--- src/rtl/sbe_pkg.sv ---
// ----------------------------------------------------------------------------
// sbe_pkg
// Shared types and constants of the stack bytecode executor.
// ----------------------------------------------------------------------------
package sbe_pkg;

   localparam int OP_STACK_DEPTH = 128;
   localparam int HEAP_BYTES = 4096;
   localparam int CALL_STACK_WORDS = 256;
   localparam int OSW = $clog2(OP_STACK_DEPTH);
   localparam int HPW = $clog2(HEAP_BYTES);
   localparam int CSW = $clog2(CALL_STACK_WORDS);

   localparam logic [5:0] OP_HALT = 6'd0;
   localparam logic [5:0] OP_PUSHI8 = 6'd1;
   localparam logic [5:0] OP_PUSHI16 = 6'd2;
   localparam logic [5:0] OP_PUSHL = 6'd3;
   localparam logic [5:0] OP_POPL = 6'd4;
   localparam logic [5:0] OP_PUSHA8 = 6'd5;
   localparam logic [5:0] OP_PUSHA16 = 6'd6;
   localparam logic [5:0] OP_POPA8 = 6'd7;
   localparam logic [5:0] OP_POPA16 = 6'd8;
   localparam logic [5:0] OP_DUP = 6'd9;
   localparam logic [5:0] OP_JZ = 6'd10;
   localparam logic [5:0] OP_JNZ = 6'd11;
   localparam logic [5:0] OP_JMP = 6'd12;
   localparam logic [5:0] OP_CALL = 6'd13;
   localparam logic [5:0] OP_RET = 6'd14;
   localparam logic [5:0] OP_DSP = 6'd15;
   localparam logic [5:0] OP_POP = 6'd16;
   localparam logic [5:0] OP_NEG = 6'd17;
   localparam logic [5:0] OP_LNOT = 6'd18;
   localparam logic [5:0] OP_BNOT = 6'd19;
   localparam logic [5:0] OP_LOR = 6'd20;
   localparam logic [5:0] OP_LAND = 6'd21;
   localparam logic [5:0] OP_BOR = 6'd22;
   localparam logic [5:0] OP_BXOR = 6'd23;
   localparam logic [5:0] OP_BAND = 6'd24;
   localparam logic [5:0] OP_EQ = 6'd25;
   localparam logic [5:0] OP_NE = 6'd26;
   localparam logic [5:0] OP_LT = 6'd27;
   localparam logic [5:0] OP_GT = 6'd28;
   localparam logic [5:0] OP_LE = 6'd29;
   localparam logic [5:0] OP_GE = 6'd30;
   localparam logic [5:0] OP_SHL = 6'd31;
   localparam logic [5:0] OP_SHR = 6'd32;
   localparam logic [5:0] OP_ADD = 6'd33;
   localparam logic [5:0] OP_SUB = 6'd34;
   localparam logic [5:0] OP_MUL = 6'd35;
   localparam logic [5:0] OP_DIV = 6'd36;
   localparam logic [5:0] OP_MOD = 6'd37;
   localparam logic [5:0] OP_HLOAD = 6'd38;

   localparam logic [2:0] ST_OK = 3'd0;
   localparam logic [2:0] ST_UNDER = 3'd1;
   localparam logic [2:0] ST_OVER = 3'd2;
   localparam logic [2:0] ST_BADADDR = 3'd3;
   localparam logic [2:0] ST_INVALID = 3'd4;
   localparam logic [2:0] ST_HALTED = 3'd5;
   localparam logic [2:0] ST_DIVZERO = 3'd6;

   // datapath commands, one per controller step
   typedef enum logic [3:0] {
      CMD_NONE   = 4'd0,
      CMD_LATCH  = 4'd1,  // capture item, read top and second
      CMD_READ   = 4'd2,  // read call stack / heap as needed
      CMD_EXEC   = 4'd3,  // compute and commit
      CMD_DIVGO  = 4'd4,  // start divider
      CMD_DIVEND = 4'd5,  // commit divider result
      CMD_ARGCP  = 4'd6,  // copy one call argument, or write the frame link
      CMD_ARGRD  = 4'd7,  // read next argument
      CMD_HEAP2  = 4'd8,  // second heap byte
      CMD_RETRD  = 4'd9,  // load ip from the return ip
      CMD_FIN    = 4'd10  // produce result
   } cmd_type;

   typedef struct packed {
      logic is_div;
      logic is_call;
      logic is_ret;
      logic is_heap16;
      logic err;
      logic arg_left;
      logic div_busy;
   } status_type;

endpackage

--- src/rtl/sbe_control.sv ---
// ----------------------------------------------------------------------------
// sbe_control
// Sequencer issuing datapath commands and running the result handshake.
// ----------------------------------------------------------------------------
module sbe_control (
   input  logic                clock,
   input  logic                reset,
   input  logic                req_valid,
   output logic                req_stall,
   input  logic                rsp_stall,
   output logic                rsp_valid,
   input  sbe_pkg::status_type stat,
   output sbe_pkg::cmd_type    cmd
);
   import sbe_pkg::*;

   typedef enum logic [11:0] {
      S_IDLE  = 12'b000000000001,
      S_READ  = 12'b000000000010,
      S_EXEC  = 12'b000000000100,
      S_DIVGO = 12'b000000001000,
      S_DIVW  = 12'b000000010000,
      S_DIVE  = 12'b000000100000,
      S_ARGRD = 12'b000001000000,
      S_ARGCP = 12'b000010000000,
      S_HEAP2 = 12'b000100000000,
      S_RETRD = 12'b001000000000,
      S_FIN   = 12'b010000000000,
      S_OUT   = 12'b100000000000
   } state_type;

   state_type state_ff, state_in;

   assign req_stall = !(state_ff == S_IDLE);
   assign rsp_valid = (state_ff == S_OUT);

   always_comb begin
      state_in = state_ff;
      cmd = CMD_NONE;
      unique case (state_ff)
         S_IDLE: if (req_valid) begin cmd = CMD_LATCH; state_in = S_READ; end
         S_READ: begin cmd = CMD_READ; state_in = S_EXEC; end
         S_EXEC: begin
            cmd = CMD_EXEC;
            if (stat.is_div) state_in = S_DIVGO;
            else if (stat.is_call) state_in = S_ARGRD;
            else if (stat.is_heap16) state_in = S_HEAP2;
            else if (stat.is_ret) state_in = S_RETRD;
            else state_in = S_FIN;
         end
         S_DIVGO: begin cmd = CMD_DIVGO; state_in = S_DIVW; end
         S_DIVW: if (!stat.div_busy) state_in = S_DIVE;
         S_DIVE: begin cmd = CMD_DIVEND; state_in = S_FIN; end
         S_ARGRD: begin cmd = CMD_ARGRD; state_in = S_ARGCP; end
         S_ARGCP: begin
            cmd = CMD_ARGCP;
            state_in = stat.arg_left ? S_ARGRD : S_FIN;
         end
         S_HEAP2: begin cmd = CMD_HEAP2; state_in = S_FIN; end
         S_RETRD: begin cmd = CMD_RETRD; state_in = S_FIN; end
         S_FIN: begin cmd = CMD_FIN; state_in = S_OUT; end
         S_OUT: if (!rsp_stall) state_in = S_IDLE;
         default: state_in = S_IDLE;
      endcase
   end

   always_ff @(posedge clock) begin
      if (reset) begin
         state_ff <= S_IDLE;
      end else begin
         state_ff <= state_in;
      end
   end

   a_div_busy: assert property (@(posedge clock) disable iff (reset)
      (state_ff == S_DIVGO) |=> stat.div_busy) else $error("divider did not start");
   a_one_item: assert property (@(posedge clock) disable iff (reset)
      (state_ff == S_OUT) |-> req_stall) else $error("item taken while result pending");
   a_idle_res: assert property (@(posedge clock) disable iff (reset)
      (state_ff == S_FIN) |=> rsp_valid) else $error("result not raised");
   a_divw: assert property (@(posedge clock) disable iff (reset)
      (state_ff == S_DIVW) && !stat.div_busy |=> (state_ff == S_DIVE))
      else $error("divider finish missed");
endmodule

--- config.mk ---
export PLATFORM = sky130hd
export DESIGN_NAME = sbe_control
export DESIGN_NICKNAME = d
export VERILOG_FILES = /design/src/rtl/sbe_pkg.sv /design/src/rtl/sbe_control.sv
export SDC_FILE = /design/constraint.sdc
export NUM_CORES = 1
export LEC_CHECK = 0
export BUFFER_PORTS_ARGS = -buffer_cell sky130_fd_sc_hd__clkbuf_2
export CORE_MARGIN = 1
export CORE_UTILIZATION = 48
export DETAILED_ROUTE_END_ITERATION = 12
export MAX_ROUTING_LAYER = met4
export PLACE_DENSITY = 0.7
export REMOVE_ABC_BUFFERS = 1
export SETUP_SLACK_MARGIN = 0.05
export SLEW_MARGIN = 20
export SYNTH_ARGS = -nofsm -noshare
export SYNTH_HDL_FRONTEND = slang
export SYNTH_SLANG_ARGS = --single-unit
--- constraint.sdc ---
create_clock -name clock -period 2.7 [get_ports clock]
set_clock_uncertainty 0.1 [all_clocks]
set_input_delay 0.54 -clock clock [delete_from_list [all_inputs] [get_ports clock]]
set_output_delay 0.54 -clock clock [all_outputs]
set_load 0.03 [all_outputs]
# Word level (Yosys, flattened, before mapping)
# Cells that the tools add are included.
dict set report totals {
  inputBits 11
  register_bits 12
  out_inout_bits 6
}
dict set report classes {
  reduce_logical 3
  n_eq_ne 15
  mux 11
}
# op n
set op_table {}
lappend op_table {{one-hot mux 12 bit (10 select lines)} 1}
lappend op_table {{two-way mux 11 bit} 5}
lappend op_table {{one-hot mux 4 bit (10 select lines)} 1}
lappend op_table {{two-way mux 12 bit} 3}
lappend op_table {{equality test 12 x 1 -> 1 bit (second input constant)} 1}
lappend op_table {{equality test 12 x 10 -> 1 bit (second input constant)} 1}
lappend op_table {{equality test 12 x 11 -> 1 bit (second input constant)} 1}
lappend op_table {{equality test 12 bit (second input constant)} 1}
lappend op_table {{equality test 12 x 2 -> 1 bit (second input constant)} 1}
lappend op_table {{equality test 12 x 3 -> 1 bit (second input constant)} 1}
lappend op_table {{equality test 12 x 4 -> 1 bit (second input constant)} 1}
lappend op_table {{equality test 12 x 5 -> 1 bit (second input constant)} 1}
lappend op_table {{equality test 12 x 6 -> 1 bit (second input constant)} 1}
lappend op_table {{equality test 12 x 7 -> 1 bit (second input constant)} 1}
lappend op_table {{equality test 12 x 8 -> 1 bit (second input constant)} 1}
lappend op_table {{equality test 12 x 9 -> 1 bit (second input constant)} 1}
lappend op_table {{!= test 2 bit (second input constant)} 3}
lappend op_table {{AND reduction 3 bit} 1}
lappend op_table {{OR reduction 3 bit} 1}
lappend op_table {{zero test 1 bit} 1}
lappend op_table {{two-way mux 1 bit} 1}

# Longest topological paths before layout
dict set report logic_depth {
  depth_word 5
  ltp_mapped 6
  mapped_depth_nobuf 5
}

# Worst setup path after synthesis
# OpenSTA, ideal clock, no wires.
dict set report synth_timing {
  path_type {register to output}
  start {reg state_ff[1]}
  end {out cmd[0]}
  stages_incl_launch_ff 6
  path_buffers 1
  arrival_time_ns 1.567
  path_slack_ns 0.493
  path_cell_list {dfxtp_1 > nor4_1 > buf_2 > nand4_1 > and3_1 > o21ai_1}
}
dict set report synth_via {
  elab_chain_cells 2
  elab_cells_between_ends 11
  cone_classes {eq/ne: 10; mux: 1}
}
# item line_no
set synth_rtl {}
lappend synth_rtl {{start: declaration} sbe_control.sv:32} ;# state_type state_ff, state_in;
lappend synth_rtl {{start signal: assignment} sbe_control.sv:71} ;# state_ff <= state_in;
lappend synth_rtl {{equality test 12 x 11 -> 1 bit (tied with other cells)} sbe_control.sv:40} ;# unique case (state_ff)
lappend synth_rtl {{one-hot mux 4 bit (10 select lines) *} sbe_control.sv:40}
lappend synth_rtl {{end: declaration} sbe_control.sv:13} ;# output sbe_pkg::cmd_type cmd
# Mark *: on every way between the ends. The rest lies on a longest branch, timed or not.

# Worst setup path in the final report
dict set report layout_timing {
  start {reg state_ff[9]}
  end {out cmd[0]}
}
# The elaborated chain is that of the path after synthesis.

==> flow_summary.ini <==
[floorplanning]
fp-row-count = 13
num_io_pins = 17
die_h_um = 41.4
fp.coreArea_mm2 = 0.00137
die_area_mm2 = 0.00171
die_w_um = 41.4
initial_core_util = 0.544

[routing]
drc_errors = 0
drtAntennaViolNets = 0
vias = 754
dr.pass1.iters = 4
wire_per_inst_um = 13.9
vias_per_cell = 6.28
drtIter0Drc = 15
drt-total-wl_mm = 1.67

[place]
gp_congestion = 0.809
dpl.hpwl_mm = 1.28
port-buffer-count = 15
dp_cells = 116

[worst_setup_path]
cp-startpoint = state_ff[9]$_SDFFE_PP0P_
reg2reg_depth = 4
crit_required_ns = 2.06
endpoint_kind = output port
endpoint = cmd[0]
cp.arrival_ns = 1.93
rr_endpoint = state_ff[9]$_SDFFE_PP0P_
crit_chain = nor4_4 -> nand4_1 -> and3_1 -> o21ai_1 -> clkbuf_2
cpPeakStageDelay_ns = 0.51
startpoint_type = flip-flop
crit_fanout = 9
crit_family = simple AND/OR/NAND/NOR gates
slowest_stage = nor4_4
path_class = flip-flop to output port
worstSetupPathDepth = 5
ff2ff_setup_slack_ns = 0.81
reg2reg_from = state_ff[9]$_SDFFE_PP0P_
path_buf_inv = 1

[global_routing]
grt_max_degree = 13
grt_pass1_vias = 589
grt_usage = 0.230
antenna_found_initial = 0
gr-total-overflow = 0
grt_pass1_wl_mm = 2.42

[cts]
path_clk_slew_ns = 0.08
cts_sinks = 12
post_cts_resized = 0
cts_buffers = 3
cts_root_buf = clkbuf_4
cts_buffer_depth = 2
cts_tree = yes
clk_latency_ns = 0.28
htree_num_levels = 1

[power]
irDropWorstVdd_mv = 0.563
p_leak_uw = 0.000376
power_uw = 604
p_per_area_mw_per_mm2 = 700

[synth]
ys_types = 28
synth_area_um2 = 743
synth.avg_cell_area_um2 = 8.45
ys_seq_area_frac = 0.323
synth_seq_cells = 12
syn-instance-count = 88
yosysWarningCount = 0

[final_layout]
layout_common_cells = clkbuf_2, dfxtp_1, nand4_1, nand3_1, nor2_1
largest_reg_flops = 12
antennaDiodeCount = 0
largest_register = state_ff
regArea_um2 = 240
utilization = 0.631
reg_top3 = state_ff (12)
final_common_cell = clkbuf_2
stdcell_count = 120
nFillCells = 130
multiInputGateArea_um2 = 468
synthToLayoutAreaGrowth_pct = 16.0
final_layout_size_suffix_gt1_frac = 0.248
nNetsFinal = 118

[min_path]
hold_path.class = input port to flip-flop
worstHoldStart = stat[0]

[sta]
rsz0062_at_grt = false
min_period_over_period = 0.950
max_slew.worst_pin.slew_ns = 0.495
timing.fmax_ghz = 0.390
setup_violations = 0
post-route-min-period_ns = 2.57
final_hold_viol_count = 0
report.final.slew_viol_count = 0
slew_headroom = 0.667

[job]
maxCapViolCount = 0

[outcome]
outcome = complete, no violations
area by class of cell:
class,count,area share
clock buffers,3,0.0261
multi-input cells,68,0.543
repair buffers,18,0.113
well taps,15,0.0218
inverters,4,0.0174
flip-flops and latches,12,0.279
cell families (layout without fill, tap and decap cells):
logic type      count (synthesis)  count (layout)  synth area share
simple gates                   56              56             0.505
flops                          12              12             0.323
xor+xnor                        3               3            0.0354
buf+inv                         8              25            0.0471
compound gates                  9               9            0.0892
power by group:
group / total, uW / switching, uW / leakage (uW) / internal [uW]
Combinational: 271 / 170 / 0.000265 / 101
Sequential: 223 / 26.0 / 0.0000973 / 197
Clock: 110 / 58.5 / 0.0000138 / 51.6
stage by stage:
stage | cell area (um2) | setup slack [ns] | hold slack, ns | TNS (ns)
finish | 862 | 0.134 | 0.341 | 0
global route | 862 | 0.0610 | 0.337 | 0
CTS | 855 | 0.0789 | 0.331 | 0
detailed placement | 832 | 0.375 | 0.440 | 0
global placement | 832 | 0.415 | 0.426 | 0
floorplan | 723 | -0.0380 | 0.397 | -0.0380
synthesized netlist by cell type, drive strengths merged:
cell type | number | area (um2)
nor2b | 4 | 25.0
inv | 4 | 15.0
nor4 | 3 | 48.8
nor2 | 8 | 30.0
nand2 | 2 | 7.51
nor3b | 3 | 27.5
a41oi | 1 | 8.76
o2111a | 1 | 11.3
buf | 4 | 20.0
a21oi | 2 | 10.0
o41ai | 1 | 8.76
and3 | 3 | 18.8
o211ai | 1 | 7.51
nor3 | 3 | 15.0
a31oi | 1 | 6.26
o2111ai | 1 | 8.76
or4 | 1 | 11.3
xor2 | 3 | 26.3
nand4b | 1 | 8.76
nor4b | 7 | 61.3
dfxtp | 12 | 240
and4 | 1 | 8.76
nand3 | 10 | 50.1
nand4 | 10 | 62.6
o21ai | 1 | 5.00
worst min-delay path by stage:
stage / cells after the start / slack [ns] / to
after floorplan: 1 / 0.40 / state_ff[2]$_SDFFE_PP0P_
after global placement: 1 / 0.43 / state_ff[2]$_SDFFE_PP0P_
after detailed placement: 1 / 0.44 / state_ff[2]$_SDFFE_PP0P_
after CTS: 2 / 0.33 / state_ff[5]$_SDFFE_PP0P_
after global routing: 2 / 0.34 / state_ff[5]$_SDFFE_PP0P_
final: 2 / 0.34 / state_ff[5]$_SDFFE_PP0P_
worst register-to-register path, stage by stage, from the launching register on:
cell and delay, ns:
dfxtp_1 0.37, nor4_4 0.51, nand4_1 0.22, or4_4 0.46
nor3b_2 0.16
layer usage:
metal,global-route usage,vias up,wire length (um)
li1,-,383,-
met1,0.278,349,811
met2,0.352,18,761
met3,0.0638,4,65
met4,0.113,0,27
met5,-,-,0
what timing repair did:
| action | in CTS | in global routing |
|---|---|---|
| hold buffers | 0 | 0 |
| hold endpoints to repair | 0 | 0 |
| endpoints found under the setup margin | 0 | 1 |
| setup buffers | 0 | 1 |
No activity file was read; power rests on OpenSTA's default activity.
